### src/hw/rtl/dncd_pkg.sv
`timescale 1ns / 1ps

package dncd_pkg;

    localparam int DAY_BITS      = 22;
    localparam int FRACTION_BITS = 32;
    localparam int YEAR_BITS     = 14;
    localparam int STAGES        = 8;

    localparam logic [17:0] DAYS_PER_ERA = 18'd146097;
    // one era up, minus the 61 days from January 1 to March 1 of year 0
    localparam logic [17:0] ERA_OFFSET   = 18'd146036;

    localparam logic [26:0] MS_PER_DAY   = 27'd86400000;
    localparam logic [21:0] MS_PER_HOUR  = 22'd3600000;
    localparam logic [15:0] MS_PER_MIN   = 16'd60000;
    localparam logic [9:0]  MS_PER_SEC   = 10'd1000;
    // 86400000 / 1024
    localparam logic [16:0] FRAC_SCALE   = 17'd84375;

    typedef struct packed {
        logic [DAY_BITS-1:0]      day_number;
        logic [FRACTION_BITS-1:0] day_fraction;
    } stamp_t;

    typedef struct packed {
        logic [YEAR_BITS-1:0] year;
        logic [3:0]           month;
        logic [4:0]           day_of_month;
    } cal_t;

    typedef struct packed {
        logic [4:0] hours;
        logic [5:0] minutes;
        logic [5:0] seconds;
        logic [9:0] milliseconds;
    } tod_t;

    typedef struct packed {
        logic [YEAR_BITS-1:0] year;
        logic [3:0]           month;
        logic [4:0]           day_of_month;
        logic [4:0]           hours;
        logic [5:0]           minutes;
        logic [5:0]           seconds;
        logic [9:0]           milliseconds;
    } date_t;

    // first day-of-year of each March-based month
    function automatic logic [8:0] month_start(input logic [3:0] mp);
        logic [8:0] start;
        unique case (mp)
            4'd0:    start = 9'd0;
            4'd1:    start = 9'd31;
            4'd2:    start = 9'd61;
            4'd3:    start = 9'd92;
            4'd4:    start = 9'd122;
            4'd5:    start = 9'd153;
            4'd6:    start = 9'd184;
            4'd7:    start = 9'd214;
            4'd8:    start = 9'd245;
            4'd9:    start = 9'd275;
            4'd10:   start = 9'd306;
            4'd11:   start = 9'd337;
            default: start = 9'd0;
        endcase
        return start;
    endfunction

endpackage

### src/hw/rtl/day_number_to_calendar_date.sv
`timescale 1ns / 1ps

// channel  | valid        | stall        | payload
// ---------+--------------+--------------+-----------------------------------
// request  | stamp_valid  | stamp_stall  | stamp (day_number, day_fraction)
// result   | date_valid   | date_stall   | date (year .. milliseconds)
//
// Eight register stages lie between a taken request and date_valid.
// One request per cycle sustained while date_stall is low; constant divisions
// are reciprocal multiplies; the date and time-of-day paths run side by side.
// rst_n clears only the stage valid bits.
// A stalled result holds its stage; earlier stages keep filling empty slots,
// and stamp_stall rises only when every stage is full.

module day_number_to_calendar_date (
    input  logic             clk,
    input  logic             rst_n,
    input  logic             stamp_valid,
    output logic             stamp_stall,
    input  dncd_pkg::stamp_t stamp,
    output logic             date_valid,
    input  logic             date_stall,
    output dncd_pkg::date_t  date
);
    import dncd_pkg::*;

    logic [STAGES-1:0] adv;
    cal_t              cal;
    tod_t              tod;

    dncd_ctrl u_ctrl (
        .clk         (clk),
        .rst_n       (rst_n),
        .stamp_valid (stamp_valid),
        .stamp_stall (stamp_stall),
        .date_valid  (date_valid),
        .date_stall  (date_stall),
        .adv         (adv)
    );

    dncd_date u_date (
        .clk   (clk),
        .adv   (adv),
        .stamp (stamp),
        .cal   (cal)
    );

    dncd_time u_time (
        .clk   (clk),
        .adv   (adv),
        .stamp (stamp),
        .tod   (tod)
    );

    always_comb
    begin
        date.year         = cal.year;
        date.month        = cal.month;
        date.day_of_month = cal.day_of_month;
        date.hours        = tod.hours;
        date.minutes      = tod.minutes;
        date.seconds      = tod.seconds;
        date.milliseconds = tod.milliseconds;
    end

endmodule

### src/hw/rtl/dncd_ctrl.sv
`timescale 1ns / 1ps

module dncd_ctrl (
    input  logic                        clk,
    input  logic                        rst_n,
    input  logic                        stamp_valid,
    output logic                        stamp_stall,
    output logic                        date_valid,
    input  logic                        date_stall,
    output logic [dncd_pkg::STAGES-1:0] adv
);
    import dncd_pkg::*;

    logic [STAGES-1:0] valid_reg;
    logic [STAGES-1:0] valid_next;

    always_comb
    begin
        adv[STAGES-1] = !valid_reg[STAGES-1] || !date_stall;
        for (int i = STAGES - 2; i >= 0; i--)
        begin
            adv[i] = !valid_reg[i] || adv[i+1];
        end
        valid_next = valid_reg;
        if (adv[0])
        begin
            valid_next[0] = stamp_valid;
        end
        for (int i = 1; i < STAGES; i++)
        begin
            if (adv[i])
            begin
                valid_next[i] = valid_reg[i-1];
            end
        end
    end

    always_ff @(posedge clk or negedge rst_n)
    begin
        if (!rst_n)
        begin
            valid_reg <= '0;
        end
        else
        begin
            valid_reg <= valid_next;
        end
    end

    assign stamp_stall = !adv[0];
    assign date_valid  = valid_reg[STAGES-1];

endmodule

### src/hw/rtl/dncd_date.sv
`timescale 1ns / 1ps

module dncd_date (
    input  logic                        clk,
    input  logic [dncd_pkg::STAGES-1:0] adv,
    input  dncd_pkg::stamp_t            stamp,
    output dncd_pkg::cal_t              cal
);
    import dncd_pkg::*;

    // quotients by constants: q = (x * M) >> S, exact for x < 2^N
    localparam int Z_W    = DAY_BITS + 1;
    localparam int ERA_S  = Z_W + $clog2(DAYS_PER_ERA);
    localparam logic [Z_W:0] ERA_M = (Z_W+1)'(((64'd1 << ERA_S)
        + 64'(DAYS_PER_ERA) - 64'd1) / 64'(DAYS_PER_ERA));
    localparam int ERA_W  = $clog2((((64'd1 << DAY_BITS) + 64'(ERA_OFFSET))
        / 64'(DAYS_PER_ERA)) + 64'd1);

    localparam int DOE_W  = $clog2(DAYS_PER_ERA);
    localparam logic [DOE_W-1:0] DOE_LAST = DOE_W'(DAYS_PER_ERA - 18'd1);

    localparam int D4Y     = 1460;
    localparam int D4Y_S   = DOE_W + $clog2(D4Y);
    localparam logic [DOE_W:0] D4Y_M = (DOE_W+1)'(((64'd1 << D4Y_S) + 64'(D4Y) - 64'd1)
        / 64'(D4Y));
    localparam int Q1_W    = 7;

    localparam int D100Y   = 36524;
    localparam int D100Y_S = DOE_W + $clog2(D100Y);
    localparam logic [DOE_W:0] D100Y_M = (DOE_W+1)'(((64'd1 << D100Y_S) + 64'(D100Y)
        - 64'd1) / 64'(D100Y));
    localparam int Q2_W    = 3;

    localparam int D1Y     = 365;
    localparam int D1Y_S   = DOE_W + $clog2(D1Y);
    localparam logic [DOE_W:0] D1Y_M = (DOE_W+1)'(((64'd1 << D1Y_S) + 64'(D1Y) - 64'd1)
        / 64'(D1Y));
    localparam int YOE_W   = 9;

    localparam int Y100    = 100;
    localparam int Y100_S  = YOE_W + $clog2(Y100);
    localparam logic [YOE_W:0] Y100_M = (YOE_W+1)'(((64'd1 << Y100_S) + 64'(Y100)
        - 64'd1) / 64'(Y100));
    localparam int YQ_W    = 2;

    localparam int DOY_W   = 9;
    localparam int V_W     = 11;
    localparam int DMON    = 153;
    localparam int DMON_S  = V_W + $clog2(DMON);
    localparam logic [V_W:0] DMON_M = (V_W+1)'(((64'd1 << DMON_S) + 64'(DMON) - 64'd1)
        / 64'(DMON));
    localparam int MP_W    = 4;
    localparam logic [MP_W-1:0] MP_JAN = 4'd10;

    localparam int YEARS_PER_ERA = 400;

    // stage 0
    logic [DAY_BITS-1:0] dn;
    logic [Z_W-1:0]      z;
    logic [2*Z_W:0]      era_prod;
    logic [Z_W-1:0]      z0_reg;
    logic [ERA_W-1:0]    era0_reg;
    // stage 1
    logic [DOE_W-1:0]    doe1_reg;
    logic [ERA_W-1:0]    era1_reg;
    // stage 2
    logic [2*DOE_W:0]    p4y;
    logic [2*DOE_W:0]    p100y;
    logic [DOE_W-1:0]    doe2_reg;
    logic [ERA_W-1:0]    era2_reg;
    logic [Q1_W-1:0]     q1_reg;
    logic [Q2_W-1:0]     q2_reg;
    logic                q3_reg;
    // stage 3
    logic [DOE_W-1:0]    t;
    logic [2*DOE_W:0]    p1y;
    logic [DOE_W-1:0]    doe3_reg;
    logic [ERA_W-1:0]    era3_reg;
    logic [YOE_W-1:0]    yoe3_reg;
    // stage 4
    logic [2*YOE_W:0]    p100;
    logic [DOE_W-1:0]    base;
    logic [DOY_W-1:0]    doy4_reg;
    logic [YOE_W-1:0]    yoe4_reg;
    logic [ERA_W-1:0]    era4_reg;
    // stage 5
    logic [V_W-1:0]      v;
    logic [2*V_W:0]      pmon;
    logic [MP_W-1:0]     mp5_reg;
    logic [DOY_W-1:0]    doy5_reg;
    logic [YOE_W-1:0]    yoe5_reg;
    logic [ERA_W-1:0]    era5_reg;
    // stage 6, 7
    cal_t                cal_next;
    logic                wrap;
    cal_t                cal6_reg;
    cal_t                cal7_reg;

    always_comb
    begin
        dn = stamp.day_number;
        if (dn == '0)
        begin
            dn = DAY_BITS'(1);
        end
        z        = Z_W'(dn) + Z_W'(ERA_OFFSET);
        era_prod = (2*Z_W+1)'(z) * (2*Z_W+1)'(ERA_M);
    end

    always_ff @(posedge clk)
    begin
        if (adv[0])
        begin
            z0_reg   <= z;
            era0_reg <= era_prod[ERA_S +: ERA_W];
        end
    end

    always_ff @(posedge clk)
    begin
        if (adv[1])
        begin
            doe1_reg <= DOE_W'(z0_reg - Z_W'(era0_reg) * Z_W'(DAYS_PER_ERA));
            era1_reg <= era0_reg;
        end
    end

    assign p4y   = (2*DOE_W+1)'(doe1_reg) * (2*DOE_W+1)'(D4Y_M);
    assign p100y = (2*DOE_W+1)'(doe1_reg) * (2*DOE_W+1)'(D100Y_M);

    always_ff @(posedge clk)
    begin
        if (adv[2])
        begin
            doe2_reg <= doe1_reg;
            era2_reg <= era1_reg;
            q1_reg   <= p4y[D4Y_S +: Q1_W];
            q2_reg   <= p100y[D100Y_S +: Q2_W];
            q3_reg   <= (doe1_reg == DOE_LAST);
        end
    end

    assign t   = doe2_reg - DOE_W'(q1_reg) + DOE_W'(q2_reg) - DOE_W'(q3_reg);
    assign p1y = (2*DOE_W+1)'(t) * (2*DOE_W+1)'(D1Y_M);

    always_ff @(posedge clk)
    begin
        if (adv[3])
        begin
            doe3_reg <= doe2_reg;
            era3_reg <= era2_reg;
            yoe3_reg <= p1y[D1Y_S +: YOE_W];
        end
    end

    assign p100 = (2*YOE_W+1)'(yoe3_reg) * (2*YOE_W+1)'(Y100_M);
    assign base = DOE_W'(yoe3_reg) * DOE_W'(D1Y) + DOE_W'(yoe3_reg >> 2)
        - DOE_W'(p100[Y100_S +: YQ_W]);

    always_ff @(posedge clk)
    begin
        if (adv[4])
        begin
            doy4_reg <= DOY_W'(doe3_reg - base);
            yoe4_reg <= yoe3_reg;
            era4_reg <= era3_reg;
        end
    end

    assign v    = V_W'(doy4_reg) * V_W'(5) + V_W'(2);
    assign pmon = (2*V_W+1)'(v) * (2*V_W+1)'(DMON_M);

    always_ff @(posedge clk)
    begin
        if (adv[5])
        begin
            mp5_reg  <= pmon[DMON_S +: MP_W];
            doy5_reg <= doy4_reg;
            yoe5_reg <= yoe4_reg;
            era5_reg <= era4_reg;
        end
    end

    always_comb
    begin
        wrap = (mp5_reg >= MP_JAN);
        if (wrap)
        begin
            cal_next.month = mp5_reg - 4'd9;
        end
        else
        begin
            cal_next.month = mp5_reg + 4'd3;
        end
        cal_next.day_of_month = 5'(doy5_reg - month_start(mp5_reg) + DOY_W'(1));
        cal_next.year = YEAR_BITS'(yoe5_reg)
            + YEAR_BITS'(era5_reg) * YEAR_BITS'(YEARS_PER_ERA)
            + YEAR_BITS'(wrap) - YEAR_BITS'(YEARS_PER_ERA);
    end

    always_ff @(posedge clk)
    begin
        if (adv[6])
        begin
            cal6_reg <= cal_next;
        end
    end

    always_ff @(posedge clk)
    begin
        if (adv[7])
        begin
            cal7_reg <= cal6_reg;
        end
    end

    assign cal = cal7_reg;

endmodule

### src/hw/rtl/dncd_time.sv
`timescale 1ns / 1ps

module dncd_time (
    input  logic                        clk,
    input  logic [dncd_pkg::STAGES-1:0] adv,
    input  dncd_pkg::stamp_t            stamp,
    output dncd_pkg::tod_t              tod
);
    import dncd_pkg::*;

    localparam int P_W    = FRACTION_BITS + 17;
    localparam int RND_SH = FRACTION_BITS - 10;
    localparam logic [P_W:0] RND_HALF = (P_W+1)'(64'd1 << (FRACTION_BITS - 11));

    localparam int MS_W   = 27;
    localparam int HR_S   = MS_W + $clog2(MS_PER_HOUR);
    localparam logic [MS_W:0] HR_M = (MS_W+1)'(((64'd1 << HR_S) + 64'(MS_PER_HOUR)
        - 64'd1) / 64'(MS_PER_HOUR));

    localparam int R1_W   = 22;
    localparam int MN_S   = R1_W + $clog2(MS_PER_MIN);
    localparam logic [R1_W:0] MN_M = (R1_W+1)'(((64'd1 << MN_S) + 64'(MS_PER_MIN)
        - 64'd1) / 64'(MS_PER_MIN));

    localparam int R2_W   = 16;
    localparam int SC_S   = R2_W + $clog2(MS_PER_SEC);
    localparam logic [R2_W:0] SC_M = (R2_W+1)'(((64'd1 << SC_S) + 64'(MS_PER_SEC)
        - 64'd1) / 64'(MS_PER_SEC));

    logic [P_W-1:0]    prod0_reg;
    logic [P_W:0]      rnd;
    logic [P_W:0]      ms_raw;
    logic [MS_W-1:0]   ms;
    logic [MS_W-1:0]   ms1_reg;
    logic [2*MS_W:0]   phr;
    logic [MS_W-1:0]   ms2_reg;
    logic [4:0]        hr2_reg;
    logic [R1_W-1:0]   r1_3_reg;
    logic [4:0]        hr3_reg;
    logic [2*R1_W:0]   pmn;
    logic [R1_W-1:0]   r1_4_reg;
    logic [5:0]        mn4_reg;
    logic [4:0]        hr4_reg;
    logic [R2_W-1:0]   r2_5_reg;
    logic [5:0]        mn5_reg;
    logic [4:0]        hr5_reg;
    logic [2*R2_W:0]   psc;
    logic [R2_W-1:0]   r2_6_reg;
    logic [5:0]        sc6_reg;
    logic [5:0]        mn6_reg;
    logic [4:0]        hr6_reg;
    tod_t              tod7_reg;

    always_ff @(posedge clk)
    begin
        if (adv[0])
        begin
            prod0_reg <= P_W'(stamp.day_fraction) * P_W'(FRAC_SCALE);
        end
    end

    always_comb
    begin
        rnd    = (P_W+1)'(prod0_reg) + RND_HALF;
        ms_raw = rnd >> RND_SH;
        if (ms_raw >= (P_W+1)'(MS_PER_DAY))
        begin
            ms = MS_PER_DAY - 27'd1;
        end
        else
        begin
            ms = MS_W'(ms_raw);
        end
    end

    always_ff @(posedge clk)
    begin
        if (adv[1])
        begin
            ms1_reg <= ms;
        end
    end

    assign phr = (2*MS_W+1)'(ms1_reg) * (2*MS_W+1)'(HR_M);

    always_ff @(posedge clk)
    begin
        if (adv[2])
        begin
            ms2_reg <= ms1_reg;
            hr2_reg <= phr[HR_S +: 5];
        end
    end

    always_ff @(posedge clk)
    begin
        if (adv[3])
        begin
            r1_3_reg <= R1_W'(ms2_reg - MS_W'(hr2_reg) * MS_W'(MS_PER_HOUR));
            hr3_reg  <= hr2_reg;
        end
    end

    assign pmn = (2*R1_W+1)'(r1_3_reg) * (2*R1_W+1)'(MN_M);

    always_ff @(posedge clk)
    begin
        if (adv[4])
        begin
            r1_4_reg <= r1_3_reg;
            mn4_reg  <= pmn[MN_S +: 6];
            hr4_reg  <= hr3_reg;
        end
    end

    always_ff @(posedge clk)
    begin
        if (adv[5])
        begin
            r2_5_reg <= R2_W'(r1_4_reg - R1_W'(mn4_reg) * R1_W'(MS_PER_MIN));
            mn5_reg  <= mn4_reg;
            hr5_reg  <= hr4_reg;
        end
    end

    assign psc = (2*R2_W+1)'(r2_5_reg) * (2*R2_W+1)'(SC_M);

    always_ff @(posedge clk)
    begin
        if (adv[6])
        begin
            r2_6_reg <= r2_5_reg;
            sc6_reg  <= psc[SC_S +: 6];
            mn6_reg  <= mn5_reg;
            hr6_reg  <= hr5_reg;
        end
    end

    always_ff @(posedge clk)
    begin
        if (adv[7])
        begin
            tod7_reg.hours        <= hr6_reg;
            tod7_reg.minutes      <= mn6_reg;
            tod7_reg.seconds      <= sc6_reg;
            tod7_reg.milliseconds <= 10'(r2_6_reg - R2_W'(sc6_reg) * R2_W'(MS_PER_SEC));
        end
    end

    assign tod = tod7_reg;

endmodule

### config.mk
export PLATFORM = sky130hd
export DESIGN_NAME = day_number_to_calendar_date
export DESIGN_NICKNAME = d
export VERILOG_FILES = /design/src/hw/rtl/dncd_pkg.sv /design/src/hw/rtl/day_number_to_calendar_date.sv /design/src/hw/rtl/dncd_ctrl.sv /design/src/hw/rtl/dncd_date.sv /design/src/hw/rtl/dncd_time.sv
export SDC_FILE = /design/constraint.sdc
export NUM_CORES = 2
export LEC_CHECK = 0
export ABC_AREA = 1
export ABC_CLOCK_PERIOD_IN_PS = 13840
export BUFFER_PORTS_ARGS = -buffer_cell sky130_fd_sc_hd__buf_2
export CAP_MARGIN = 20
export CORE_ASPECT_RATIO = 1.4
export CORE_MARGIN = 1
export CORE_UTILIZATION = 40
export DETAILED_ROUTE_END_ITERATION = 6
export SLEW_MARGIN = 20
export SYNTH_ARGS = -nofsm -noshare
export SYNTH_HDL_FRONTEND = slang
export SYNTH_SLANG_ARGS = --single-unit
export TNS_END_PERCENT = 10
### constraint.sdc
create_clock -name clk -period 13.84 [get_ports clk]
set_input_delay 0.692 -clock clk [delete_from_list [all_inputs] [get_ports clk]]
set_output_delay 0.692 -clock clk [all_outputs]
set_load 0.01 [all_outputs]
==> out/results.txt <==
# IOs: 110
layout cells sized above 1: 2.79%
clock sinks: 425
run status: complete, no violations
Die Wd: 395 µm
clk root buf: clkbuf_16
synth cell count leaders: inv_1 (2649), ha_1 (1839), fa_1 (1319), nand2_1 (935), nor2_1 (417)
Cells after Synth: 9130
CTS tree: yes
First-pass DRT Iterations: 5
Syn Area/Cell: 9.49 µm²
Post-synth EDFFs: 412
post-synth top area share: 30.5%
CORE AREA: 0.215 mm²
Layout Nets: 12500
Mapped Area: 0.0866 mm²
Vias/cell: 4.90
top-count cell post-synth: inv_1
unrepaired setup endpoints after global routing: no
clock buffer depth: 3
Final period util: 60.2%
die height: 553 µm
Synth area leader: fa_1
crit-path max FO: 9
Detailed Place HPWL: 195000 µm
Netlist cell types: 48
vias in the first global route: 66800
Max Freq: 0.120 GHz
post-synthesis sequential area ratio: 14.6%
crit start category: register
crit path kind: reg -> reg
Hold WC Path Type: in -> reg
maxcap violations: 0
endpoints failing setup: 0
routed len/inst: 17.9 µm
Overflow after GRT: 0
number of flip-flops in the largest register: 28
Routed WL: 218000 µm
Post-CTS Setup Bufs: 0
die area: 0.218 mm²
Net Count, Synth: 12300
top cells by area, synth: fa_1 (30%), ha_1 (27%), edfxtp_1 (14%), inv_1 (11%), nand2_1 (4.1%)
Final Max Tran Viols: 0
dominant register cell in the synthesized netlist: edfxtp_1
WP data required: 14.23 ns
worst-skew pair later-pin latency: 0.65 ns
Crit path largest cell delay: 0.53 ns
Slew @ Worst Pin: 1.17 ns
routability cong.: 0.961
Fin. Hold Viols: 0
Final TNS setup: 0 ns
Rows: 201
Worst Skew: 0.0449 ns
Crit path arrival time: 8.72 ns
Reg clk slew, reported paths: 0.07 ns
critical path's slowest cell: fa_1
ys async rst share: 1.88%
first-pass GRT wire length: 350000 µm
# DRC: 0
antenna viol nets, final: 0
via count: 59700
synth-to-layout area growth: 6.78%
initial antenna violation count: 5
number of DRC markers in iteration 0: 2091
synthesized flop and latch total: 425
H-tree levels: 2
Synthesis Warnings: 0
CP endpoint kind: register
total CTS buffers: 47
Initial Utilization: 40.3%
PortBufs: 109
most frequent cell on the critical path: nand2_1
largest net degree at the start of global routing: 64
Final Critical Period: 8.33 ns
Overall Global Routing Usage: 20.4%
worst rel slew slack: 21.6%
through the flow:
stage	utilization, %	instance area (µm²)	setup WS (ns)	std cells	hold slack [ns]
after global placement	42.3	90900	5.39	12100	0.403
after CTS	43.1	92500	5.43	12200	0.294
after detailed placement	42.3	90900	5.43	12100	0.405
final	43.1	92500	5.51	12200	0.353
after global routing	43.1	92500	4.97	12200	0.333
after floorplan	-	86600	4.26	9130	0.396
cell usage in the layout (no fill, tap or decap), drive strengths merged, types with 33 or more instances in the layout:
cell type and n:
nor3 63, xor2 153, o21ai 233, nor4 33, nor2 428, o21bai 36, ha 1839, a21o 51
clkbuf 55, nand2 942, nand4 95, xnor2 88, inv 2656, buf 144, edfxtp 412, nand3 203
a21oi 393, fa 1319
layout make-up:
type | instances | area [µm²]
antenna | 3 | 7.51
fill | 21000 | 122000
sequential | 425 | 12700
timing repair buffer | 145 | 818
multi-input combinational | 6042 | 63900
inverter | 2652 | 9960
tap | 2842 | 3560
clock inverter | 32 | 303
clock buffer | 55 | 1250
kinds of logic after synthesis:
group | count (synthesis) | synth area share [%]
adder cells (fa/ha/maj) | 3158 | 57.1
buffers and inverters | 2663 | 11.6
AND/OR/NAND/NOR | 1802 | 8.83
AO/OA/AOI/OAI | 841 | 5.47
flip-flops | 425 | 14.6
XOR/XNOR | 241 | 2.44
repair_timing:
action	CTS	global route
resized for setup	0	0
hold buffers	1	0
hold endpoints to repair	8	0
worst paths after layout:
check	from	endpoint	slack, ns	cells after the start
max	u_date.q3_reg	u_date.yoe3_reg[6]	5.51	36
max reg2reg	u_date.q3_reg	u_date.yoe3_reg[6]	5.51	36
min reg2reg	u_time.r1_4_reg[4]	u_time.r2_5_reg[4]	0.42	0
max in group asynchronous	rst_n	u_ctrl.valid_reg[5]	13.05	2
min in group asynchronous	rst_n	u_ctrl.valid_reg[3]	0.51	2
min	stamp_valid	u_ctrl.valid_reg[0]	0.35	2
critical path, delay by kind of cell (launching register included):
kind | cells | cell delay (ns)
AO/OA/AOI/OAI | 5 | 0.96
adder cells (fa/ha/maj) | 11 | 4.82
buffers and inverters | 6 | 0.69
flip-flops | 1 | 0.32
AND/OR/NAND/NOR | 14 | 1.28
routing by layer:
layer	global-route usage (%)	part of all wire, %
met2	40.6	55
met4	9.56	5.4
met3	1.06	1.9
met5	0	0
met1	21.5	37
Power is not shown: default switching activity piles up to over one toggle a cycle in this logic, so the estimate is an artifact.
